[config.mk]
export PLATFORM = sky130hd
export DESIGN_NAME = mlta_ctrl
export DESIGN_NICKNAME = d
export VERILOG_FILES = /design/src/hw/rtl/mlta_pkg.sv /design/src/hw/rtl/mlta_ctrl.sv
export VERILOG_INCLUDE_DIRS = /design/src /design/src/hw/rtl
export SDC_FILE = /design/constraint.sdc
export NUM_CORES = 1
export LEC_CHECK = 0
export BUFFER_PORTS_ARGS = -buffer_cell sky130_fd_sc_hd__buf_4
export CORE_MARGIN = 3
export CORE_UTILIZATION = 25
export CTS_BUF_LIST = sky130_fd_sc_hd__clkbuf_16
export CTS_CLUSTER_SIZE = 20
export DETAILED_ROUTE_END_ITERATION = 8
export PLACE_DENSITY_LB_ADDON = 0.12
export SLEW_MARGIN = 15
export SYNTH_ARGS = -nofsm -noshare
export SYNTH_HDL_FRONTEND = slang
export SYNTH_SLANG_ARGS = --single-unit
[constraint.sdc]
create_clock -name clock -period 4.35 [get_ports clock]
set_input_delay 0.87 -clock clock [delete_from_list [all_inputs] [get_ports clock]]
set_output_delay 0.87 -clock clock [all_outputs]
set_load 0.01 [all_outputs]
[src/hw/rtl/mac_learning_table_aging_assert.svh]
// Assertion macros for the MAC learning table.
// Used by the controller and the top level.
`ifndef MAC_LEARNING_TABLE_AGING_ASSERT_SVH
`define MAC_LEARNING_TABLE_AGING_ASSERT_SVH
`define MLT_ASSERT_IMPL(label, clk, rst, a, c) \
   label: assert property (@(posedge clk) disable iff (rst) (a) |-> (c)) \
      else $error("%m: label failed");
`define MLT_ASSERT_NEXT(label, clk, rst, a, c) \
   label: assert property (@(posedge clk) disable iff (rst) (a) |=> (c)) \
      else $error("%m: label failed");
`endif

[src/hw/rtl/mlta_pkg.sv]
// Shared types and codes for the MAC learning table.
// No dependencies.
`default_nettype none
package mlta_pkg;
   localparam int MAC_BITS = 48;
   localparam int PORT_BITS = 4;
   localparam int AGE_BITS = 15;
   localparam int COUNT_BITS = 11;
   localparam int KIND_BITS = 2;
   localparam int STATUS_BITS = 2;
   localparam logic [KIND_BITS-1:0] KIND_LOOKUP = 2'd0;
   localparam logic [KIND_BITS-1:0] KIND_LEARN = 2'd1;
   localparam logic [KIND_BITS-1:0] KIND_TICK = 2'd2;
   localparam logic [STATUS_BITS-1:0] STATUS_NONE = 2'd0;
   localparam logic [STATUS_BITS-1:0] STATUS_INSERTED = 2'd1;
   localparam logic [STATUS_BITS-1:0] STATUS_FULL = 2'd2;
   localparam logic [AGE_BITS-1:0] AGE_RESET = 15'd30;
   localparam logic [COUNT_BITS-1:0] COUNT_MAX = 11'd2047;

   typedef struct packed {
      logic clear_step;
      logic rd_bucket;
      logic rd_sweep;
      logic do_access;
      logic do_sweep;
      logic tick_time;
      logic sweep_last;
      logic load_out;
   } cmd_type;

   typedef struct packed {
      logic clear_done;
      logic sweep_done;
   } sts_type;
endpackage
`default_nettype wire

[src/hw/rtl/mlta_ctrl.sv]
// Controller state machine for the MAC learning table.
// Depends on mlta_pkg and the assertion macro header.
`default_nettype none
`include "mac_learning_table_aging_assert.svh"
module mlta_ctrl (
   input  wire logic                           clock,
   input  wire logic                           reset,
   input  wire logic                           req_valid,
   output logic                                req_stall,
   input  wire logic [mlta_pkg::KIND_BITS-1:0] req_kind,
   output logic                                rsp_valid,
   input  wire logic                           rsp_stall,
   input  wire mlta_pkg::sts_type              sts,
   output mlta_pkg::cmd_type                   cmd
);
   typedef enum logic [5:0] {
      ST_CLEAR = 6'b000001,
      ST_IDLE  = 6'b000010,
      ST_ACC   = 6'b000100,
      ST_SWRD  = 6'b001000,
      ST_SWEEP = 6'b010000,
      ST_DONE  = 6'b100000
   } state_type;

   state_type state_ff, state_in;
   logic      rsp_valid_ff, rsp_valid_in;
   logic      take;

   assign rsp_valid = rsp_valid_ff;
   assign req_stall = (state_ff != ST_IDLE) || (rsp_valid_ff && rsp_stall);
   assign take = req_valid && !req_stall;

   always_comb begin
      state_in = state_ff;
      rsp_valid_in = rsp_valid_ff && rsp_stall;
      cmd = '0;
      case (state_ff)
         ST_CLEAR: begin
            cmd.clear_step = 1'b1;
            if (sts.clear_done) begin
               state_in = ST_IDLE;
            end
         end
         ST_IDLE: begin
            if (take) begin
               if (req_kind == mlta_pkg::KIND_TICK) begin
                  cmd.tick_time = 1'b1;
                  cmd.rd_sweep = 1'b1;
                  state_in = ST_SWRD;
               end else begin
                  cmd.rd_bucket = 1'b1;
                  state_in = ST_ACC;
               end
            end
         end
         ST_ACC: begin
            cmd.do_access = 1'b1;
            cmd.load_out = 1'b1;
            rsp_valid_in = 1'b1;
            state_in = ST_IDLE;
         end
         ST_SWRD: begin
            cmd.rd_sweep = 1'b1;
            state_in = ST_SWEEP;
         end
         ST_SWEEP: begin
            cmd.do_sweep = 1'b1;
            cmd.rd_sweep = 1'b1;
            if (sts.sweep_done) begin
               state_in = ST_DONE;
            end
         end
         ST_DONE: begin
            cmd.load_out = 1'b1;
            cmd.sweep_last = 1'b1;
            rsp_valid_in = 1'b1;
            state_in = ST_IDLE;
         end
         default: begin
            state_in = ST_CLEAR;
         end
      endcase
   end

   always_ff @(posedge clock) begin
      if (reset) begin
         state_ff <= ST_CLEAR;
         rsp_valid_ff <= 1'b0;
      end else begin
         state_ff <= state_in;
         rsp_valid_ff <= rsp_valid_in;
      end
   end

   `MLT_ASSERT_IMPL(a_load_free, clock, reset, cmd.load_out, !(rsp_valid_ff && rsp_stall))
   `MLT_ASSERT_IMPL(a_no_take_busy, clock, reset, state_ff != ST_IDLE, !take)
   `MLT_ASSERT_NEXT(a_acc_resp, clock, reset, state_ff == ST_ACC, rsp_valid_ff)
endmodule
`default_nettype wire

# == Word-level counts from Yosys, hierarchy flattened ==
# Index checks and enable logic that the tools add are counted.
# classes
mul,0
shifts,0
n_bitwise,0
div_mod_pow,0
addsub,0
order_cmp,0
n_mux,18
eq_ne,11
reduce_logical,7
# op_table
op,n
one-hot mux 6 bit (5 select lines),1
two-way mux 6 bit,3
two-way mux 1 bit,11
== test 6 x 1 -> 1 bit (second input constant),1
== test 6 x 2 -> 1 bit (second input constant),1
== test 6 x 3 -> 1 bit (second input constant),1
== test 6 x 4 -> 1 bit (second input constant),1
== test 6 x 5 -> 1 bit (second input constant),1
== test 6 bit (second input constant),1
!= test 2 bit (second input constant),3
!= test 6 x 2 -> 1 bit (second input constant),1
two-way mux 4 bit,1
OR reduction 2 bit,2
AND reduction 3 bit,1
== test 2 bit (second input constant),1
logical AND 1 bit,2
two-way mux 2 bit,1
one-hot mux 1 bit (2 select lines),1
zero test 1 bit,1
logical OR 1 bit,1
# word_totals
latch_bits,0
ramBits,0
reg_bits,7
in_bits,8
memories,0
output_inout_bits,10
mem_bits_ro,0

# == Depth between registers and ports, before layout ==
# logic_depth
word_depth,6
mapped_depth,5
mapped_depth_nobuf,3

# == Least setup slack after synthesis ==
# OpenSTA, ideal clock, no wires.
# synth_path
kind,input -> output
startpoint,input port req_valid
endpoint,output port cmd[5] (netlist name)
path_buffers,0
path_slack_ns,2.054
t_arrival_ns,1.426
cell_stages,3
cell_sequence,a21boi_0 nand4_1 o31ai_1
# synth_lines
item,line,rtl
from (decl),mlta_ctrl.sv:8,"input wire logic req_valid,"
to (decl),mlta_ctrl.sv:14,output mlta_pkg::cmd_type cmd

==> run_results.csv <==
group,metric,value,unit
outcome,status,"finished clean",
cells_and_area,final_nets,82,
die,fp.dieArea,2500,um^2
route,drc,0,
yosys,synth_area_leaders,"dfxtp_1 (29%), nor4b_1 (9.1%), buf_6 (4.7%)",
yosys,ys_warn_count,0,
die,num_rows,15,
route,wl_per_cell,12.5,um
cells_and_area,final_area,689,um^2
placement,place_ws,1.71,ns
yosys,syn_inst,56,
worst_setup_path,worst_setup_path_end_kind,"primary output",
global_routing,grtUsageTotal,11.4,%
sta,clock_skew,0.00260,ns
sta,timing.final.crit_share,63.7,%
yosys,synth-seq-cells,7,
yosys,post-synth-top-area-cell,"dfxtp_1",
clock_tree,cts_hold_buffers,0,
sta,fin_crit,2.77,ns
sta,final.setup.worst_slack,1.58,ns
clock_tree,path_clk_slew,0.04,ns
sta,worst_slew_pin_slew,0.762,ns
worst_setup_path,critical_path_class,"flop to primary output",
cells_and_area,drive_gt1_share,35.6,%
sta,tns,0,ns
route,drt_iter0_drc,3,
route,vias,469,
sta,max_freq,361,MHz
hold_path,worstHoldEndpoint,"rsp_valid",
sta,hold_viol,0,
die,fp.dieH,50.0,um
die,coreArea,1780,um^2
route,detail_route.wirelength,1.22,mm
global_routing,grt_overflow,0,
route,wl_met1,588,um
yosys,yosysSeqAreaShare,29.0,%
placement,hpwl,879,um
clock_tree,cts_tree,"yes",
cells_and_area,seq_area,140,um^2
hold_path,hold_depth,2,
cells_and_area,synthToLayoutAreaGrowth,42.7,%
clock_tree,post_cts_buffers,0,
yosys,async_flop_share,0,%
global_routing,grt_pass1_wl,2.06,mm
placement,placed_cell_area,611,um^2
die,die_w,50.0,um
power_and_ir_drop,peakVddDrop,153,uV
global_routing,grt_pass1_vias,453,
placement,io_buffers,17,
clock_tree,ctsResizeCount,0,
cells_and_area,antenna_cells,0,
cells_and_area,fillCellCount,199,
cells_and_area,multi_input_area,300,um^2
clock_tree,clock_latency,0.24,ns
route,top_layer,"met4",
yosys,ys_types,32,
sta,final_max_slew_viol_count,0,
clock_tree,htreeDepth,1,
sta,slew_headroom,48.5,%
clock_tree,cts_buffers,3,
hold_path,hold_start,"rsp_valid",
sta,final-setup-viol-count,0,
clock_tree,cts_root_buf,"clkbuf_16",
worst_setup_path,regToRegStartpoint,"state_ff[3]",
worst_setup_path,worst_setup_path_start_kind,"flop",
die,start_util,27.1,%
worst_setup_path,cp.arrival,1.90,ns
flow_run,drv_cap,0,
placement,gp_congestion,0.750,
yosys,syn_area_per_cell,8.62,um^2
global_routing,antenna_found_initial,0,
sta,rsz0062_at_grt,"no",
yosys,synth_nets,64,
hold_path,hold_path_class,"flop to flop",
die,num_io_pins,18,
worst_setup_path,reg2reg_setup_slack,2.71,ns
route,drt-vias-per-instance,4.79,
cells_and_area,final_util,38.7,%
route,dr_wl_met3,91,um
global_routing,grt_max_degree,10,
worst_setup_path,ff2ff_path_depth,3,
yosys,synth_edf_count,0,
worst_setup_path,worstPathRequired,3.48,ns
worst_setup_path,crit-reg2reg-capture,"state_ff[1]",
yosys,post_synth_most_frequent_cells,"dfxtp_1 (7), nor2_1 (5), nor4b_1 (5)",
power_and_ir_drop,p_leak,0.309,nW
yosys,yosys.area.top_type_share,29.0,%
worst_setup_path,cp_max_fo,9,
yosys,syn-cell-area,483,um^2
power_and_ir_drop,power.density,447,nW/um^2
power_and_ir_drop,power,0.308,mW
yosys,yosys_most_used_dff,"dfxtp_1",
route,ant_nets,0,
route,first_pass_iters,2,
clock_tree,clock-sinks,7,
route,wl_met2,509,um
yosys,yosysMostFrequentCell,"dfxtp_1",
clock_tree,cts_buffer_depth,2,
==> cell type report <==
| class | instances | area share (%) |
|---|---|---|
| clock buffer | 3 | 10.9 |
| tap | 25 | 4.54 |
| timing repair buffer | 17 | 18.5 |
| sequential | 7 | 20.3 |
| clock inverter | 1 | 0.544 |
| inverter | 3 | 1.63 |
| multi-input combinational | 42 | 43.6 |
==> routing by layer <==
metal / vias to the layer above / track usage (%)
met1: 212 / 14.4
met2: 16 / 15.2
met5: - / 0
li1: 239 / -
met4: 0 / 8.29
met3: 2 / 4.83
==> per-stage QoR <==
step / hold slack (ns) / cells
6_report: 0.513 / 98
5_1_grt: 0.530 / 98
3_5_place_dp: 0.507 / 94
2_1_floorplan: 0.519 / 56
3_3_place_gp: 0.517 / 94
4_1_cts: 0.518 / 98
==> critical path, stage by stage, from the launching register on <==
cell and delay (ns):
dfxtp_1 0.39, nor4b_1 0.68, nand4_1 0.30, o31ai_1 0.14, buf_4 0.16
==> state kept, by name, summed over array words and instances, names as in the netlist <==
name,count
state_ff,6
rsp_valid,1
==> layout by cell type (no fill, tap or decap), drive strengths merged, types with 2 or more instances in the layout <==
| cell type | instances |
|---|---|
| nor2 | 5 |
| nand3 | 2 |
| clkbuf | 3 |
| dfxtp | 7 |
| a21oi | 2 |
| nand2 | 2 |
| buf | 17 |
| xnor2 | 2 |
| inv | 4 |
| or4 | 2 |
| or2 | 2 |
| or3b | 2 |
| nand3b | 2 |
| nor4b | 5 |
| nor3 | 2 |
==> report_power, final <==
group | internal, mW | switching, mW
combinational | 0.0362 | 0.0329
clock | 0.120 | 0.0397
sequential | 0.0700 | 0.00946
total | 0.226 | 0.0820
==> how the worst max path moves through the flow <==
stage	slack (ns)	start	end	depth (start not counted)
after CTS	1.55	state_ff[3]	cmd[5]	4
after floorplan	2.05	req_valid	cmd[5]	3
final	1.58	state_ff[3]	cmd[5]	4
after global placement	1.73	rsp_stall	cmd[5]	5
after global routing	1.36	state_ff[2]	cmd[5]	4
after detailed placement	1.71	rsp_stall	cmd[5]	5
==> logic make-up (layout without fill, tap and decap cells) <==
| logic type | count (synthesis) | after routing | synth area share (%) |
|---|---|---|---|
| AND/OR/NAND/NOR | 31 | 31 | 43.3 |
| AO/OA/AOI/OAI | 8 | 8 | 13.5 |
| buffers and inverters | 7 | 24 | 8.81 |
| flip-flops | 7 | 7 | 29.0 |
| XOR/XNOR | 3 | 3 | 5.44 |
Note: power is estimated with default switching activity, not from simulation.
